--- src/design/svu_pkg.sv ---
package svu_pkg;

    localparam int FRAC_BITS = 16;

    // field widths
    localparam int DATA_W = 32;
    localparam int REG_W  = 31;
    localparam int MODE_W = 3;
    localparam int IDX_W  = 3;

    // mode codes
    localparam logic [MODE_W-1:0] MODE_SEEK    = 3'd0;
    localparam logic [MODE_W-1:0] MODE_FLEE    = 3'd1;
    localparam logic [MODE_W-1:0] MODE_ARRIVE  = 3'd2;
    localparam logic [MODE_W-1:0] MODE_PURSUIT = 3'd3;
    localparam logic [MODE_W-1:0] MODE_EVADE   = 3'd4;

    // register indexes
    localparam logic [IDX_W-1:0] REG_MODE      = 3'd0;
    localparam logic [IDX_W-1:0] REG_MAX_SPEED = 3'd1;
    localparam logic [IDX_W-1:0] REG_FLEE_RAD  = 3'd2;
    localparam logic [IDX_W-1:0] REG_SLOW_RAD  = 3'd3;
    localparam logic [IDX_W-1:0] REG_EVADE_RAD = 3'd4;

    localparam logic [REG_W-1:0] SLOW_RAD_RST = REG_W'(64'd1 << FRAC_BITS);

    // vector measurement
    localparam int MAG_W  = 31;
    localparam int MEAS_W = 37;
    localparam int SH_W   = 3;

    // pipelined units
    localparam int SQ_STEPS  = 32;
    localparam int DV_STEPS  = 32;
    localparam int BACK_LAT  = 12 + 2 * SQ_STEPS + 2 * DV_STEPS;

    // front to back queue
    localparam int Q_DEPTH = 4;
    localparam int Q_PTR_W = 2;
    localparam int Q_CNT_W = 3;

    typedef struct packed {
        logic [MAG_W-1:0] mx;
        logic [MAG_W-1:0] my;
        logic             nx;
        logic             ny;
        logic [SH_W-1:0]  sh;
    } t_meas;

    typedef struct packed {
        t_meas       dm;
        t_meas       vm;
        logic [31:0] tx;
        logic [31:0] ty;
        logic [32:0] tvx;
        logic [32:0] tvy;
        logic [31:0] ax;
        logic [31:0] ay;
    } t_front;

    typedef struct packed {
        logic [MODE_W-1:0] mode;
        logic [REG_W-1:0]  max_speed;
        logic [REG_W-1:0]  flee_radius;
        logic [REG_W-1:0]  slow_radius;
        logic [REG_W-1:0]  evade_radius;
    } t_cfg;

    typedef struct packed {
        logic signed [DATA_W-1:0] steer_x;
        logic signed [DATA_W-1:0] steer_y;
        logic                     applied;
    } t_res;

    typedef struct packed {
        logic [63:0] rad;
        logic [33:0] rem;
        logic [31:0] root;
    } t_sq;

    typedef struct packed {
        logic [31:0] rem;
        logic [31:0] lo;
    } t_dv;

    // magnitudes, signs and the right shift that brings both below 2^31
    function automatic t_meas measure(input logic [MEAS_W-1:0] dx,
                                      input logic [MEAS_W-1:0] dy);
        logic [MEAS_W-1:0] amx;
        logic [MEAS_W-1:0] amy;
        logic [MEAS_W-1:0] mor;
        logic [MEAS_W-1:0] shx;
        logic [MEAS_W-1:0] shy;
        logic [SH_W-1:0]   sh;
        t_meas             m;
        amx = dx[MEAS_W-1] ? (~dx + MEAS_W'(1)) : dx;
        amy = dy[MEAS_W-1] ? (~dy + MEAS_W'(1)) : dy;
        mor = amx | amy;
        sh  = '0;
        for (int i = MAG_W; i < MEAS_W; i++) begin
            if (mor[i]) begin
                sh = SH_W'(i - (MAG_W - 1));
            end
        end
        shx  = amx >> sh;
        shy  = amy >> sh;
        m.mx = shx[MAG_W-1:0];
        m.my = shy[MAG_W-1:0];
        m.nx = dx[MEAS_W-1];
        m.ny = dy[MEAS_W-1];
        m.sh = sh;
        return m;
    endfunction

    // one digit of the integer square root
    function automatic t_sq sq_step(input t_sq s);
        logic [35:0] t_rem;
        logic [35:0] trial;
        t_sq         n;
        t_rem = {s.rem, s.rad[63:62]};
        trial = {2'b00, s.root, 2'b01};
        n.rad = {s.rad[61:0], 2'b00};
        if (t_rem >= trial) begin
            n.rem  = 34'(t_rem - trial);
            n.root = {s.root[30:0], 1'b1};
        end else begin
            n.rem  = t_rem[33:0];
            n.root = {s.root[30:0], 1'b0};
        end
        return n;
    endfunction

    function automatic t_sq sq_init(input logic [63:0] rad);
        t_sq s;
        s.rad  = rad;
        s.rem  = '0;
        s.root = '0;
        return s;
    endfunction

    // one quotient bit of a restoring divide, quotient collects in lo
    function automatic t_dv dv_step(input t_dv s, input logic [31:0] den);
        logic [32:0] t_rem;
        t_dv         n;
        t_rem = {s.rem, s.lo[31]};
        if (t_rem >= {1'b0, den}) begin
            n.rem = 32'(t_rem - {1'b0, den});
            n.lo  = {s.lo[30:0], 1'b1};
        end else begin
            n.rem = t_rem[31:0];
            n.lo  = {s.lo[30:0], 1'b0};
        end
        return n;
    endfunction

    function automatic t_dv dv_init(input logic [63:0] num);
        t_dv s;
        s.rem = num[63:32];
        s.lo  = num[31:0];
        return s;
    endfunction

endpackage

--- src/design/svu_front.sv ---
module svu_front import svu_pkg::*; (
    input  logic                     i_clk,
    input  logic                     i_rst_n,
    input  logic                     i_push,
    output logic                     o_full,
    input  logic signed [DATA_W-1:0] i_agent_x,
    input  logic signed [DATA_W-1:0] i_agent_y,
    input  logic signed [DATA_W-1:0] i_target_x,
    input  logic signed [DATA_W-1:0] i_target_y,
    input  logic signed [DATA_W-1:0] i_target_vel_x,
    input  logic signed [DATA_W-1:0] i_target_vel_y,
    input  logic                     i_q_full,
    output logic                     o_vld,
    output t_front                   o_dat
);

    logic              r_vld;
    logic              n_vld;
    t_front            r_dat;
    t_front            n_dat;
    logic              accept;
    logic [MEAS_W-1:0] dx;
    logic [MEAS_W-1:0] dy;
    logic [MEAS_W-1:0] vx;
    logic [MEAS_W-1:0] vy;

    assign o_full = r_vld & i_q_full;
    assign accept = i_push & ~o_full;
    assign n_vld  = accept | (r_vld & i_q_full);
    assign o_vld  = r_vld;
    assign o_dat  = r_dat;

    always_comb begin
        dx = {{5{i_target_x[31]}}, i_target_x} - {{5{i_agent_x[31]}}, i_agent_x};
        dy = {{5{i_target_y[31]}}, i_target_y} - {{5{i_agent_y[31]}}, i_agent_y};
        vx = {{5{i_target_vel_x[31]}}, i_target_vel_x};
        vy = {{5{i_target_vel_y[31]}}, i_target_vel_y};
        n_dat.dm  = measure(dx, dy);
        n_dat.vm  = measure(vx, vy);
        n_dat.tx  = i_target_x;
        n_dat.ty  = i_target_y;
        n_dat.tvx = {i_target_x[31], i_target_x} + {i_target_vel_x[31], i_target_vel_x};
        n_dat.tvy = {i_target_y[31], i_target_y} + {i_target_vel_y[31], i_target_vel_y};
        n_dat.ax  = i_agent_x;
        n_dat.ay  = i_agent_y;
    end

    always_ff @(posedge i_clk) begin
        if (!i_rst_n) begin
            r_vld <= 1'b0;
        end else begin
            r_vld <= n_vld;
        end
    end

    always_ff @(posedge i_clk) begin
        if (accept) begin
            r_dat <= n_dat;
        end
    end

endmodule

--- config.mk ---
export PLATFORM = sky130hd
export DESIGN_NAME = svu_front
export DESIGN_NICKNAME = d
export VERILOG_FILES = /design/src/design/svu_pkg.sv /design/src/design/svu_front.sv
export SDC_FILE = /design/constraint.sdc
export NUM_CORES = 1
export LEC_CHECK = 0
export BUFFER_PORTS_ARGS = -buffer_cell sky130_fd_sc_hd__clkbuf_2
export CAP_MARGIN = 20
export CORE_AREA = 2 2 263 291
export CTS_BUF_LIST = sky130_fd_sc_hd__clkbuf_4 sky130_fd_sc_hd__clkbuf_8 sky130_fd_sc_hd__clkbuf_16
export CTS_CLUSTER_DIAMETER = 50
export CTS_CLUSTER_SIZE = 40
export DETAILED_ROUTE_END_ITERATION = 8
export DIE_AREA = 0 0 265 293
export GPL_TIMING_DRIVEN = 0
export PLACE_DENSITY = 0.5
export SLEW_MARGIN = 20
export SYNTH_ARGS = -nofsm -noshare
export SYNTH_HDL_FRONTEND = slang
export SYNTH_SLANG_ARGS = --single-unit
export TNS_END_PERCENT = 100
--- constraint.sdc ---
create_clock -name i_clk -period 30.1 [get_ports i_clk]
set_input_delay 3.01 -clock i_clk [delete_from_list [all_inputs] [get_ports i_clk]]
set_output_delay 3.01 -clock i_clk [all_outputs]
set_load 0.1 [all_outputs]
Word-level counts from Yosys, hierarchy flattened --
Index checks and enable logic that the tools add are counted.
Storage, ports and cells: register bits after elaboration 329, input bits 196, logic and storage cells 55
Operators by class: add/subtract/negate cells 8, shift operators 4, muxes and demuxes 16, bitwise gates (word level) 10
Operators with widths (count):
- 37-bit by 1-bit adder with 37-bit output, second input constant | 4
- 37-bit 2-to-1 mux | 4
- 37-bit NOT | 4
- 37-bit by 3-bit >> shifter with 31-bit output | 4
- 37-bit bitwise OR | 2
- 32-bit by 32-bit adder with 33-bit output | 2
- 32-bit by 32-bit subtractor with 33-bit output | 2
- 3-bit 2-to-1 mux | 10
- 1-bit bitwise AND | 2
- 1-bit 2-to-1 mux | 2
- 1-bit NOT | 1
- 1-bit bitwise OR | 1

Longest topological paths before layout --
depth in word-level cells 12, depth in mapped cells 21, mapped depth without buffers 18

Worst setup path before layout --
No wires, ideal clock.
kind input to register, start point input i_q_full, end point register r_dat, in the netlist o_dat[0], enable pin, setup time 1055 ps, arrival 17930 ps, required time 29045 ps, path slack 11114 ps, stages on the path 2, buffers on the path 0, cells stage by stage and2_1 > nor2b_1
Between the ends: word-level cells in the longest chain between the ends 3
RTL lines:
- start, declared | line svu_front.sv:12 | input logic i_q_full,
- 1-bit bitwise AND | line svu_front.sv:27 | assign o_full = r_vld & i_q_full;
- 1-bit NOT | line svu_front.sv:28 | assign accept = i_push & ~o_full;
- 1-bit bitwise AND | line svu_front.sv:28
- net accept | line svu_front.sv:21 | logic accept;
- end signal, assigned | line svu_front.sv:58 | r_dat <= n_dat;
- end, declared | line svu_front.sv:19 | t_front r_dat;
The timed path passes the listed nets, and every way through them passes these cells. A chain may end at the register's enable or synchronous reset.

==> metrics.cfg <==
[synthesis]
syn_area_mm2 = 0.0222
yosys.area.top_type_share_pct = 44.4
synth.distinct_cells = 92
synth.most_common_cell = edfxtp_1
yosysTopAreaCell = edfxtp_1
synth_edf_count = 328
synthTopCellsByArea = edfxtp_1 44%, ha_1 7.4%, xnor2_1 5.0%, mux2i_1 4.1%, nand2_1 3.7%
syn_inst = 2218
synth-main-ff-cell = edfxtp_1
async_reset_ff_share_pct = 0
yosys_warnings = 0
ys_seq_area_share_pct = 44.4
synth_common_cells = 328 x edfxtp_1, 221 x nand2_1, 155 x a21oi_1
syn_avg_cell_area_um2 = 10.0
ys_seq_elements = 329

[final_layout]
drive_gt1_share_pct = 24.2
syn_to_final_growth_pct = 26.1
num-nets-final = 3138
final_cells = 3810

[global_route]
antenna_found_initial = 18
grt_usage_pct = 21.2
grt_overflow = 0
grt_pass1_wl_um = 124000
grt_max_degree = 30
grt_pass1_vias = 19455

[floorplan]
core-area_mm2 = 0.0744
num_io_pins = 526
initial_core_util_pct = 29.9
dieArea_mm2 = 0.0776
core.rowCount = 105
die_x_um = 265
die_h_um = 293

[worst_setup_path]
crit_buf_inv = 3
required_ps = 30360
path_class = in2reg
crit_family = compound AO/OA/AOI/OAI gates
crit_slowest_cell = o41ai_2
endpoint_kind = register
crit_path_start_kind = input pin
critPathMaxStageDelay_ps = 690
critical_path_arrival_ps = 8200
path_cells = clkbuf_2 -> inv_1 -> ha_1 -> fa_1 -> nand2b_1 -> a21boi_1 -> o2111ai_1 -> o21ai_1 -> mux2i_1 -> and2_1 -> nand3_1 -> nor3_1 -> nand2_1 -> o41ai_2 -> clkbuf_1 -> o21ai_0
path_max_fanout = 10

[clocking]
cts_buffer_depth = 3
cts_setup_buffers = 0
cts_resized = 0
cts-htree-levels = 2
cts_buffers = 45
clock_latency_ps = 580
cts.sinks = 329
cts_tree = built
clkSlewWorstSetupHoldPaths_ps = 60
ctsHoldBuffers = 0
cts_root_buf = clkbuf_16

[place]
gp_routability_congestion = 0.900
dp.cells = 3722
portBuffers = 525
hpwl_um = 69600

[pwr]
pwr-share-seq_pct = 29.7
combPwrFrac_pct = 42.2
power_switching_uw = 918
swShare_pct = 45.5
power.total_mw = 2.02
power_frac_clock_pct = 28.1
power_leakage_nw = 11.9
ir_worst_vdd_mv = 0.0513
p_per_area_mw_per_mm2 = 72.1
intPower_mw = 1.10

[route]
first_iter_violations = 1549
postRouteWirelength_um = 85500
vias_per_cell = 5.19
dr.pass1.iters = 5
vias = 19771
ant_nets = 0
routedWlPerCell_um = 22.4
drc = 0

[hold_path]
hold_class = reg2reg

[sta]
fin_tns_setup_ps = 0
tightest_slew_ps = 812
max_freq_ghz = 0.126
rsz0062_at_grt = false
slew_headroom_pct = 45.2
fin_crit_sh_pct = 26.4
final-setup-viol-count = 0
clock_skew_ps = 21.1
slew_viol_final = 0
finalHoldViolations = 0
min_period_ps = 7940

[flow_run]
cap_viol_max_count = 0

[status]
status = finished, final reports clean

==> stage by stage <==
step	hold slack [ps]	worst slack, ps	instance area, um^2	util (%)
finish	681	22160	28000	37.6
global route	729	21850	28000	37.6
CTS	683	22280	28000	37.6
detailed placement	674	21680	26400	35.5
global placement	583	4710	26000	35.0
floorplan	1670	11110	22200	-
==> sequential cells by signal, summed over array words and instances (netlist names) <==
name   cells
o_vld      1
o_dat    328
==> cell families (layout without fill, tap and decap cells) <==
| group | count (synthesis) | count (layout) | synth area share, % |
|---|---|---|---|
| xor+xnor | 206 | 206 | 8.13 |
| simple gates | 642 | 642 | 14.1 |
| compound gates | 601 | 601 | 17.0 |
| other cells | 1 | 7 | 0.0169 |
| mux | 99 | 99 | 4.65 |
| fa+ha+maj | 136 | 136 | 7.80 |
| flops | 329 | 329 | 44.4 |
| buf+inv | 204 | 827 | 3.84 |
==> layout by cell type, fill, tap and decap left out, types with 53 or more instances in the layout <==
| master | instances |
|---|---|
| ha_1 | 132 |
| mux2i_1 | 92 |
| nor2_1 | 138 |
| xor2_1 | 80 |
| o21ai_0 | 142 |
| inv_1 | 123 |
| xnor2_1 | 126 |
| nand3_1 | 53 |
| a21oi_1 | 155 |
| clkbuf_2 | 525 |
| nand2_1 | 221 |
| edfxtp_1 | 328 |
==> layout make-up <==
cell class              count  area [um^2]
fillers                  7523        46400
multi-input cells        1687        11500
flip-flops and latches    329         9870
repair buffers            539         2940
clock buffers              51         1210
well taps                 963         1200
inverters                 124          465
clock inverters            33          410
plain buffers              80          387
diodes                      4         10.0
==> worst register-to-register path: cells and delay by family, from the launching register on <==
family        cells  cell delay [ps]
buf+inv           5             1140
flops             1              310
simple gates      2              610
==> routing by layer <==
metal / GRT usage, % / share of wire (%) / vias up
met5: 0 / 0.19 / -
met3: 5.67 / 7.8 / 136
met2: 36.4 / 48 / 720
li1: - / - / 9447
met1: 25.7 / 41 / 9442
met4: 6.67 / 3.0 / 26
==> worst paths after layout <==
| check | start | slack [ps] | end | cells past startpoint |
|---|---|---|---|---|
| max | i_target_x[0] | 22160 | o_dat[319] | 16 |
| min | o_vld | 680 | o_vld | 2 |
| max reg2reg | o_vld | 27710 | o_dat[283] | 7 |
| min reg2reg | o_vld | 680 | o_vld | 2 |
==> power groups by stage <==
stage                     clock network, mW  registers [mW]  logic, mW
final                                 0.566           0.600      0.851
after global routing                  0.597           0.605      0.897
after CTS                             0.582           0.602      0.854
after detailed placement                  0           0.611      0.852
after global placement                    0           0.630      0.841
after floorplan                           0           0.992      0.286
(Power assumes the default switching activity.)
