===== src/design/svu_pkg.sv =====
package svu_pkg;

    localparam int FRAC_BITS = 16;

    // field widths
    localparam int DATA_W = 32;
    localparam int REG_W  = 31;
    localparam int MODE_W = 3;
    localparam int IDX_W  = 3;

    // mode codes
    localparam logic [MODE_W-1:0] MODE_SEEK    = 3'd0;
    localparam logic [MODE_W-1:0] MODE_FLEE    = 3'd1;
    localparam logic [MODE_W-1:0] MODE_ARRIVE  = 3'd2;
    localparam logic [MODE_W-1:0] MODE_PURSUIT = 3'd3;
    localparam logic [MODE_W-1:0] MODE_EVADE   = 3'd4;

    // register indexes
    localparam logic [IDX_W-1:0] REG_MODE      = 3'd0;
    localparam logic [IDX_W-1:0] REG_MAX_SPEED = 3'd1;
    localparam logic [IDX_W-1:0] REG_FLEE_RAD  = 3'd2;
    localparam logic [IDX_W-1:0] REG_SLOW_RAD  = 3'd3;
    localparam logic [IDX_W-1:0] REG_EVADE_RAD = 3'd4;

    localparam logic [REG_W-1:0] SLOW_RAD_RST = REG_W'(64'd1 << FRAC_BITS);

    // vector measurement
    localparam int MAG_W  = 31;
    localparam int MEAS_W = 37;
    localparam int SH_W   = 3;

    // pipelined units
    localparam int SQ_STEPS  = 32;
    localparam int DV_STEPS  = 32;
    localparam int BACK_LAT  = 12 + 2 * SQ_STEPS + 2 * DV_STEPS;

    // front to back queue
    localparam int Q_DEPTH = 4;
    localparam int Q_PTR_W = 2;
    localparam int Q_CNT_W = 3;

    typedef struct packed {
        logic [MAG_W-1:0] mx;
        logic [MAG_W-1:0] my;
        logic             nx;
        logic             ny;
        logic [SH_W-1:0]  sh;
    } t_meas;

    typedef struct packed {
        t_meas       dm;
        t_meas       vm;
        logic [31:0] tx;
        logic [31:0] ty;
        logic [32:0] tvx;
        logic [32:0] tvy;
        logic [31:0] ax;
        logic [31:0] ay;
    } t_front;

    typedef struct packed {
        logic [MODE_W-1:0] mode;
        logic [REG_W-1:0]  max_speed;
        logic [REG_W-1:0]  flee_radius;
        logic [REG_W-1:0]  slow_radius;
        logic [REG_W-1:0]  evade_radius;
    } t_cfg;

    typedef struct packed {
        logic signed [DATA_W-1:0] steer_x;
        logic signed [DATA_W-1:0] steer_y;
        logic                     applied;
    } t_res;

    typedef struct packed {
        logic [63:0] rad;
        logic [33:0] rem;
        logic [31:0] root;
    } t_sq;

    typedef struct packed {
        logic [31:0] rem;
        logic [31:0] lo;
    } t_dv;

    // magnitudes, signs and the right shift that brings both below 2^31
    function automatic t_meas measure(input logic [MEAS_W-1:0] dx,
                                      input logic [MEAS_W-1:0] dy);
        logic [MEAS_W-1:0] amx;
        logic [MEAS_W-1:0] amy;
        logic [MEAS_W-1:0] mor;
        logic [MEAS_W-1:0] shx;
        logic [MEAS_W-1:0] shy;
        logic [SH_W-1:0]   sh;
        t_meas             m;
        amx = dx[MEAS_W-1] ? (~dx + MEAS_W'(1)) : dx;
        amy = dy[MEAS_W-1] ? (~dy + MEAS_W'(1)) : dy;
        mor = amx | amy;
        sh  = '0;
        for (int i = MAG_W; i < MEAS_W; i++) begin
            if (mor[i]) begin
                sh = SH_W'(i - (MAG_W - 1));
            end
        end
        shx  = amx >> sh;
        shy  = amy >> sh;
        m.mx = shx[MAG_W-1:0];
        m.my = shy[MAG_W-1:0];
        m.nx = dx[MEAS_W-1];
        m.ny = dy[MEAS_W-1];
        m.sh = sh;
        return m;
    endfunction

    // one digit of the integer square root
    function automatic t_sq sq_step(input t_sq s);
        logic [35:0] t_rem;
        logic [35:0] trial;
        t_sq         n;
        t_rem = {s.rem, s.rad[63:62]};
        trial = {2'b00, s.root, 2'b01};
        n.rad = {s.rad[61:0], 2'b00};
        if (t_rem >= trial) begin
            n.rem  = 34'(t_rem - trial);
            n.root = {s.root[30:0], 1'b1};
        end else begin
            n.rem  = t_rem[33:0];
            n.root = {s.root[30:0], 1'b0};
        end
        return n;
    endfunction

    function automatic t_sq sq_init(input logic [63:0] rad);
        t_sq s;
        s.rad  = rad;
        s.rem  = '0;
        s.root = '0;
        return s;
    endfunction

    // one quotient bit of a restoring divide, quotient collects in lo
    function automatic t_dv dv_step(input t_dv s, input logic [31:0] den);
        logic [32:0] t_rem;
        t_dv         n;
        t_rem = {s.rem, s.lo[31]};
        if (t_rem >= {1'b0, den}) begin
            n.rem = 32'(t_rem - {1'b0, den});
            n.lo  = {s.lo[30:0], 1'b1};
        end else begin
            n.rem = t_rem[31:0];
            n.lo  = {s.lo[30:0], 1'b0};
        end
        return n;
    endfunction

    function automatic t_dv dv_init(input logic [63:0] num);
        t_dv s;
        s.rem = num[63:32];
        s.lo  = num[31:0];
        return s;
    endfunction

endpackage


===== src/design/svu_fifo.sv =====
module svu_fifo import svu_pkg::*; (
    input  logic   i_clk,
    input  logic   i_rst_n,
    input  logic   i_push,
    input  t_front i_dat,
    output logic   o_full,
    input  logic   i_pop,
    output logic   o_empty,
    output t_front o_dat
);

    t_front             r_mem [Q_DEPTH];
    logic [Q_PTR_W-1:0] r_wr;
    logic [Q_PTR_W-1:0] r_rd;
    logic [Q_CNT_W-1:0] r_cnt;
    logic               do_push;
    logic               do_pop;

    assign o_full  = (r_cnt == Q_CNT_W'(Q_DEPTH));
    assign o_empty = (r_cnt == '0);
    assign do_push = i_push & ~o_full;
    assign do_pop  = i_pop & ~o_empty;
    assign o_dat   = r_mem[r_rd];

    always_ff @(posedge i_clk) begin
        if (!i_rst_n) begin
            r_wr  <= '0;
            r_rd  <= '0;
            r_cnt <= '0;
        end else begin
            if (do_push) begin
                r_wr <= r_wr + Q_PTR_W'(1);
            end
            if (do_pop) begin
                r_rd <= r_rd + Q_PTR_W'(1);
            end
            if (do_push && !do_pop) begin
                r_cnt <= r_cnt + Q_CNT_W'(1);
            end else if (do_pop && !do_push) begin
                r_cnt <= r_cnt - Q_CNT_W'(1);
            end
        end
    end

    always_ff @(posedge i_clk) begin
        if (do_push) begin
            r_mem[r_wr] <= i_dat;
        end
    end

endmodule


===== config.mk =====
export PLATFORM = sky130hd
export DESIGN_NAME = svu_fifo
export DESIGN_NICKNAME = d
export VERILOG_FILES = /design/src/design/svu_pkg.sv /design/src/design/svu_fifo.sv
export SDC_FILE = /design/constraint.sdc
export NUM_CORES = 1
export LEC_CHECK = 0
export ABC_CLOCK_PERIOD_IN_PS = 27700
export BUFFER_PORTS_ARGS = -buffer_cell sky130_fd_sc_hd__buf_4
export CORE_MARGIN = 3
export CORE_UTILIZATION = 60
export CTS_CLUSTER_SIZE = 40
export DETAILED_ROUTE_END_ITERATION = 10
export GPL_TIMING_DRIVEN = 1
export PLACE_DENSITY = 0.82
export REMOVE_ABC_BUFFERS = 1
export SYNTH_ARGS = -nofsm -noshare
export SYNTH_HDL_FRONTEND = slang
export SYNTH_SLANG_ARGS = --single-unit

===== constraint.sdc =====
create_clock -name i_clk -period 27.7 [get_ports i_clk]
set_input_delay 0 -clock i_clk [delete_from_list [all_inputs] [get_ports i_clk]]
set_output_delay 0 -clock i_clk [all_outputs]
set_load 0.1 [all_outputs]

# ---- Word level (Yosys, flattened, before mapping)
# Memory sizes are Yosys's and may differ from the RTL's. A register that Yosys moved wholly into a read port is not among the register bits.
# Cells that the tools add are included.
dict set report totals {
  n_memories 1
  latch_bits 0
  rom_bits 0
  inputBits 332
  out_inout_bits 330
  regBits 7
  ramBits 1312
}
# memory depth word_bits rd rd_ports_with_merged_regs write_ports line
set mem_list {}
lappend mem_list {r_mem 4 328 1 1 1 svu_fifo.sv:12} ;# t_front r_mem [Q_DEPTH];
dict set report classes {
  div_mod_pow 0
  order_cmp 0
  bitwise_logic 4
  mul 0
  n_shift 0
  muxes 6
  n_reduce_logical 6
  n_eq_ne 1
  add_sub_neg 4
}
# op n
set ops {}
lappend ops {{3-bit two-way mux} 2}
lappend ops {{2-bit by 1-bit adder with 2-bit output, second input constant} 2}
lappend ops {{2-bit two-way mux} 2}
lappend ops {{3-bit by 1-bit adder with 3-bit output, second input constant} 1}
lappend ops {{3-bit == test, second input constant} 1}
lappend ops {{3-bit zero test} 1}
lappend ops {{3-bit by 1-bit subtractor with 3-bit output, second input constant} 1}
lappend ops {{1-bit bitwise AND} 2}
lappend ops {{1-bit logical AND} 2}
lappend ops {{1-bit zero test} 2}
lappend ops {{1-bit two-way mux} 2}
lappend ops {{1-bit inverter} 2}
lappend ops {{2-bit nonzero test} 1}

# ---- Logic depth before layout (Yosys ltp)
# Gate-level depths: netlist of run 1.
dict set report depth {
  word_depth 7
  ltp_mapped 9
  depth_no_buf 8
}

# ---- Least setup slack after synthesis of run 1
# No wires, ideal clock.
dict set report synth_path {
  kind {register to register}
  from {reg r_cnt[0]}
  to {mem r_mem[0][0] in the netlist's numbering, enable pin}
  setup_ps 732
  period_less_slack_ps 9502
  path_slack_ps 18198
  t_arrival_ps 8770
  stages_incl_launch_ff 5
  cell_sequence {dfxtp_1 -> nor3b_1 -> nor2b_1 -> clkbuf_1 -> and2_1}
}
dict set report synth_via {
  elab_chain_cells 5
}
# item line
set synth_lines {}
lappend synth_lines {{start: declaration} svu_fifo.sv:15} ;# logic [Q_CNT_W-1:0] r_cnt;
lappend synth_lines {{start signal: assignment} svu_fifo.sv:38} ;# r_cnt <= r_cnt + Q_CNT_W'(1);
lappend synth_lines {{start signal: assignment} svu_fifo.sv:40} ;# r_cnt <= r_cnt - Q_CNT_W'(1);
lappend synth_lines {{3-bit == test} svu_fifo.sv:19} ;# assign o_full = (r_cnt == Q_CNT_W'(Q_DEPTH));
lappend synth_lines {{via o_full} svu_fifo.sv:6} ;# output logic o_full,
lappend synth_lines {{1-bit inverter} svu_fifo.sv:21} ;# assign do_push = i_push & ~o_full;
lappend synth_lines {{1-bit bitwise AND} svu_fifo.sv:21}
lappend synth_lines {{via do_push} svu_fifo.sv:16} ;# logic do_push;
lappend synth_lines {{1-bit two-way mux} svu_fifo.sv:46} ;# if (do_push) begin
lappend synth_lines {{1-bit two-way mux (not written as such)} svu_fifo.sv:47} ;# r_mem[r_wr] <= i_dat;
lappend synth_lines {{end: declaration} svu_fifo.sv:12}
# The timed path passes the listed nets, and every way through them passes these cells.

# ---- Final worst setup path of run 1
dict set report layout_path {
  from {reg r_cnt[1]}
  to {mem r_mem[2][63] in the netlist's numbering, enable pin}
}
dict set report layout_via {
  elab_chain_cells 5
}
# item line
set layout_lines {}
lappend layout_lines {{3-bit == test} svu_fifo.sv:19}
lappend layout_lines {{1-bit inverter} svu_fifo.sv:21}
lappend layout_lines {{1-bit bitwise AND} svu_fifo.sv:21}
lappend layout_lines {{1-bit two-way mux} svu_fifo.sv:46}
lappend layout_lines {{1-bit two-way mux (not written as such)} svu_fifo.sv:47}
# No other way between the ends.

==> results.sh, run 1 <==
export IMPL_synthTopCellsByCount="1312 x edfxtp_1, 328 x mux4_2, 35 x buf_12"
export IMPL_crit_path_end_kind="flop"
export IMPL_wl_per_cell_um=32.32
export IMPL_period_share_pct=18.31
export IMPL_core_area_mm2=0.07926
export IMPL_first_pass_iters=6
export IMPL_p_leak_nw=20.53
export IMPL_drt_wl_total_mm=129.0
export IMPL_tns_ns=0
export IMPL_die_area_mm2=0.08370
export IMPL_crit_type="reg2reg"
export IMPL_clock_sinks=1321
export IMPL_place_ws_ns=22.84
export IMPL_grt_max_degree=153
export IMPL_avgSynthCellArea_um2=27.35
export IMPL_grt_pass1_wl_mm=185.6
export IMPL_antenna_left=0
export IMPL_path_buf_inv=3
export IMPL_synth_area_leaders="edfxtp_1 82%, mux4_2 15%, buf_12 1.5%"
export IMPL_start_util_pct=60.76
export IMPL_ys_flop_type="edfxtp_1"
export IMPL_synth_async_reset_ratio_pct=0
export IMPL_pin_count=662
export IMPL_die_x_um=289.3
export IMPL_antenna_found_initial=12
export IMPL_cts_root_buf="clkbuf_16"
export IMPL_status="finished clean"
export IMPL_grt_pass1_vias=26370
export IMPL_syn_area_mm2=0.04816
export IMPL_ys_warn_count=0
export IMPL_synth_top_area_share_pct=81.81
export IMPL_clock_latency_ns=0.68
export IMPL_fin_nets=3164
export IMPL_synth_top_area_cell="edfxtp_1"
export IMPL_drc=0
export IMPL_io_buffers=661
export IMPL_clk_pin_slew_worst_paths_ns=0.07
export IMPL_fin_ws_ns=22.63
export IMPL_drv_cap=0
export IMPL_gr_total_overflow=0
export IMPL_grt_setup_unrepaired="false"
export IMPL_drive_above_1_share_pct=40.40
export IMPL_num_vias=24820
export IMPL_viasPerCell=6.220
export IMPL_die_h_um=289.3
export IMPL_worst_hold_path_type="in2reg"
export IMPL_gp_congestion=0.8062
export IMPL_required_ns=27.97
export IMPL_synth_edf_count=1312
export IMPL_cpMostUsedCell="buf_4"
export IMPL_rows=103
export IMPL_cts_setup_buffers=0
export IMPL_htreeDepth=3
export IMPL_crit_fanout=65
export IMPL_synthCells=1761
export IMPL_skew_ns=0.03481
export IMPL_yosysMostFrequentCell="edfxtp_1"
export IMPL_ys_seq_area_share_pct=82.18
export IMPL_dp_hpwl_mm=64.51
export IMPL_arrival_ns=5.34
export IMPL_critical_path_cell_chain="nor3b_1 -> nor2b_1 -> and2_4 -> buf_4 -> buf_4 -> buf_4"
export IMPL_critical_path_slowest_cell="buf_4"
export IMPL_fin_crit_ns=5.071
export IMPL_cts_tree="built"
export IMPL_synth_distinct_cells=24
export IMPL_maxSlewViolCount=0
export IMPL_grt_util_all_layers_pct=31.08
export IMPL_slew_limit_headroom_pct=20.66
export IMPL_drt_iter0_drc=2619
export IMPL_synth_ff_latch_count=1321
export IMPL_ctsLongestPathBuffers=3
export IMPL_start_kind="flop"
export IMPL_tightest_slew_ns=1.190
export IMPL_critPathTopFamily="buffers and inverters"
export IMPL_ctsHoldBuffers=332
export IMPL_critical_path_max_stage_delay_ns=0.91
export IMPL_ctsResizeCount=0
export IMPL_ir_drop_uv=120.8
export IMPL_setup_viol=0
export IMPL_p_per_area_mw_per_mm2=118.3
export IMPL_area_growth_pct=26.59
export IMPL_fmax_ghz=0.1972
export IMPL_hold_viol=0
export IMPL_cts_buffers=121
[registers in the layout (all words and copies together), names as in the netlist, named ones only]
register / count
r_mem: 1312
r_wr: 2
r_rd: 2
r_cnt: 3
[cell families (layout without fill, tap and decap cells)]
kind of cell    count (synthesis)  after routing  synth area share, %
other cells                     0             14                    0
buf+inv                        78           1243                1.915
simple gates                   17             17               0.2000
compound gates                  4              4              0.05976
fa+ha+maj                       6              6               0.1715
xor+xnor                        4              4              0.07276
flops                        1321           1321                82.18
mux                           331            331                15.40
[cells in the final DEF (no fill, tap or decap), types with 5 or more instances in the layout]
cell type	netlist	routed
clkbuf_16	0	124
diode_2	0	14
mux4_2	328	328
edfxtp_1	1312	1312
dfxtp_1	9	7
dlygate4sd3_1	0	332
bufinv_16	0	8
clkbuf_1	5	26
clkinv_1	0	34
clkinv_2	0	23
buf_4	0	681
ha_1	5	5
[final cells by class]
cell class / instances / area, um2
Fill cell: 3588 / 18290
Clock inverter: 73 / 635.6
Sequential cell: 1321 / 39590
Tap cell: 1050 / 1314
Multi-Input combinational cell: 362 / 7670
Inverter: 3 / 11.26
Antenna cell: 14 / 35.03
Timing Repair Buffer: 1017 / 8516
Clock buffer: 150 / 3201
[through the flow]
stage / power [mW] / area (um2) / utilization [%] / hold slack, ns / instances
finish: 7.214 / 60970 / 76.92 / 0.04651 / 3990
global route: 7.377 / 60960 / 76.91 / 0.02901 / 3986
CTS: 7.163 / 60930 / 76.88 / 0.01520 / 3976
detailed placement: 5.502 / 53770 / 67.85 / 0.2016 / 3421
global placement: 5.461 / 53770 / 67.85 / 0.1978 / 3421
floorplan: 5.048 / 47250 / - / 0.09887 / 1686
[path summary, 6_finish.rpt]
check                                               end  cells after the start                  start  slack, ns
worst min-delay path            r_mem[2][161]$_DFFE_PP_                      2             i_dat[161]       0.05
worst max register to register   r_mem[2][63]$_DFFE_PP_                      6  r_cnt[1]$_SDFFE_PN0P_      22.63
worst max-delay path             r_mem[2][63]$_DFFE_PP_                      6  r_cnt[1]$_SDFFE_PN0P_      22.63
worst min register to register     r_wr[0]$_SDFFE_PN0P_                      2   r_wr[0]$_SDFFE_PN0P_       0.63
[routing by layer]
layer | vias to the layer above | share of wire, % | track usage, %
met4 | 4 | 5.1 | 14.01
met2 | 1775 | 54 | 55.21
met3 | 330 | 8.5 | 6.090
li1 | 9813 | - | -
met1 | 12890 | 32 | 37.05
met5 | - | 0.021 | 0
[where the power goes]
| part | switching [mW] | total, mW | internal (mW) |
|---|---|---|---|
| registers | 0.0956 | 2.53 | 2.43 |
| clock network | 0.739 | 1.63 | 0.895 |
| logic | 2.33 | 3.05 | 0.725 |
| total | 3.16 | 7.21 | 4.05 |
Power figures use the tool's default switching activity.
==> inputs of run 2 (changes only) <==
--- a/config.mk
+++ b/config.mk
@@ -5,14 +5,14 @@
 export SDC_FILE = /design/constraint.sdc
 export NUM_CORES = 1
 export LEC_CHECK = 0
-export ABC_CLOCK_PERIOD_IN_PS = 27700
+export ABC_CLOCK_PERIOD_IN_PS = 4700
 export BUFFER_PORTS_ARGS = -buffer_cell sky130_fd_sc_hd__buf_4
 export CORE_MARGIN = 3
-export CORE_UTILIZATION = 60
+export CORE_UTILIZATION = 57
 export CTS_CLUSTER_SIZE = 40
 export DETAILED_ROUTE_END_ITERATION = 10
 export GPL_TIMING_DRIVEN = 1
-export PLACE_DENSITY = 0.82
+export PLACE_DENSITY = 0.78
 export REMOVE_ABC_BUFFERS = 1
 export SYNTH_ARGS = -nofsm -noshare
 export SYNTH_HDL_FRONTEND = slang
==> constraint.sdc (replaced) <==
create_clock -name i_clk -period 4.7 [get_ports i_clk]
set_input_delay 0 -clock i_clk [delete_from_list [all_inputs] [get_ports i_clk]]
set_output_delay 0 -clock i_clk [all_outputs]
set_load 0.1 [all_outputs]
==> run 2 against run 1 <==
Net effect:
- sequential power grew to 5.8 times the previous value
- design area rose by 2.8%
- largest power group unchanged
- hold slack got worse by 0.017 ns
- via count rose by 1.0%
==> results.sh, run 2 (same netlist as run 1, synthesis figures left out) <==
export IMPL_grt_use_met3_pct=6.966
export IMPL_final_common_cell="edfxtp_1"
export IMPL_crit_path_end_kind="output pin"
export IMPL_start_kind="flop"
export IMPL_antenna_found_initial=13
export IMPL_p_per_area_mw_per_mm2=692.9
export IMPL_drc=0
export IMPL_required_ns=4.70
export IMPL_dp_cells=3522
export IMPL_fin_ws_ns=1.636
export IMPL_die_x_um=296.7
export IMPL_ctsLongestPathBuffers=3
export IMPL_clk_pin_slew_worst_paths_ns=0.07
export IMPL_viasPerCell=5.995
export IMPL_ctsHoldBuffers=406
export IMPL_reg2reg_setup_slack_ns=1.75
export IMPL_utilization_pct=75.62
export IMPL_cpMostUsedCell="buf_4"
export IMPL_r2r_end="r_mem[2][278]$_DFFE_PP_"
export IMPL_n_fill_cell=3929
export IMPL_gr_total_overflow=0
export IMPL_stdcell_count=4182
export IMPL_slew_limit_headroom_pct=23.65
export IMPL_grt_setup_unrepaired="false"
export IMPL_fmax_ghz=0.3264
export IMPL_grt_met1_usage_pct=34.53
export IMPL_use_met2_pct=52.59
export IMPL_cts_tree="built"
export IMPL_io_buffers=661
export IMPL_r2r_start="r_cnt[0]$_SDFFE_PN0P_"
export IMPL_antenna_left=0
export IMPL_maxSlewViolCount=0
export IMPL_critPathTopFamily="flip-flops"
export IMPL_hold_viol=0
export IMPL_cts_setup_buffers=0
export IMPL_area_growth_pct=30.17
export IMPL_ir_drop_uv=752.6
export IMPL_setup_viol=0
export IMPL_drive_above_1_share_pct=40.52
export IMPL_p_leak_nw=21.25
export IMPL_tns_ns=0
export IMPL_place_area_mm2=0.05432
export IMPL_skew_ns=0.03168
export IMPL_final_cell_mix="1312 x edfxtp_1, 689 x buf_4, 406 x dlygate4sd3_1"
export IMPL_critical_path_slowest_cell="dfxtp_4"
export IMPL_reg_top3="r_mem: 1312 flops, r_cnt: 3 flops"
export IMPL_grt_max_degree=97
export IMPL_tightest_slew_ns=1.145
export IMPL_crit_fanout=65
export IMPL_start_util_pct=58.10
export IMPL_arrival_ns=3.06
export IMPL_drv_cap=0
export IMPL_largest_reg_flops=1312
export IMPL_ctsResizeCount=0
export IMPL_wl_per_cell_um=30.65
export IMPL_worst_path_stages=3
export IMPL_htreeDepth=4
export IMPL_drt_iter0_drc=2326
export IMPL_gp_congestion=0.7896
export IMPL_dp_hpwl_mm=65.64
export IMPL_fin_crit_ns=3.064
export IMPL_clock_sinks=1321
export IMPL_pin_count=662
export IMPL_place_ws_ns=1.795
export IMPL_die_h_um=296.7
export IMPL_status="finished clean"
export IMPL_path_buf_inv=2
export IMPL_fin_total_pwr_mw=43.44
export IMPL_grt_util_all_layers_pct=29.37
export IMPL_rows=105
export IMPL_cts_root_buf="clkbuf_16"
export IMPL_grt_busiest_layer="met2"
export IMPL_reg2reg_depth=4
export IMPL_cp_endpoint="o_dat[7]"
export IMPL_crit_type="reg2out"
export IMPL_first_pass_iters=5
export IMPL_cts_buffers=131
export IMPL_grt_pass1_vias=26900
export IMPL_core_area_mm2=0.08290
export IMPL_critical_path_max_stage_delay_ns=1.08
export IMPL_critical_path_cell_chain="buf_4 -> mux4_2 -> buf_4"
export IMPL_clock_latency_ns=0.72
export IMPL_num_vias=25070
export IMPL_grt_pass1_wl_mm=184.9
export IMPL_die_area_mm2=0.08802
export IMPL_period_share_pct=65.19
export IMPL_drt_wl_total_mm=128.2
export IMPL_fin_hold_ws_ns=0.02978
export IMPL_fin_nets=3276
export IMPL_fin_area_mm2=0.06269
export IMPL_worst_hold_path_type="in2reg"
export IMPL_largest_register="r_mem"
==> run 2: cell count changes in the layout (fill, tap and decap cells not counted), sizes merged, moves of 2 or more <==
| cell | change |
|---|---|
| dlygate4sd3 | +74 |
| buf | +28 |
| clkbuf | +14 |
| clkinv | -4 |
| bufinv | +2 |
| diode | +2 |
| inv | +2 |
==> run 2: worst min-delay path by stage <==
stage | from | to | slack, ns | depth (start not counted)
6_report | i_dat[53] | r_mem[1][53]$_DFFE_PP_ | 0.03 | 2
5_1_grt | i_dat[93] | r_mem[0][93]$_DFFE_PP_ | 0.002 | 2
4_1_cts | i_dat[116] | r_mem[0][116]$_DFFE_PP_ | 0.0002 | 2
3_5_place_dp | i_dat[235] | r_mem[3][235]$_DFFE_PP_ | 0.20 | 1
3_3_place_gp | i_dat[157] | r_mem[0][157]$_DFFE_PP_ | 0.20 | 1
2_1_floorplan | i_dat[0] | r_mem[0][0]$_DFFE_PP_ | 0.1 | 0
==> run 2: metal layers <==
layer,vias up,wire [um]
li1,10060,-
met1,13130,41840
met2,1592,70050
met3,294,10980
met4,0,5314
met5,-,0
==> run 2: power breakdown <==
part           internal, mW  total (mW)  switching (mW)
logic                  4.47        18.2            13.7
clock network          5.85        10.4            4.57
registers              14.3        14.8           0.529
==> run 2: cell type report <==
class,instances,area (um2),area share [%]
repair buffers,1119,9717,15.50
diodes,16,40.04,0.06387
well taps,1123,1405,2.241
multi-input cells,362,7670,12.23
flip-flops and latches,1321,39590,63.15
clock buffers,164,3453,5.509
clock inverters,74,807.0,1.287
inverters,3,11.26,0.01796
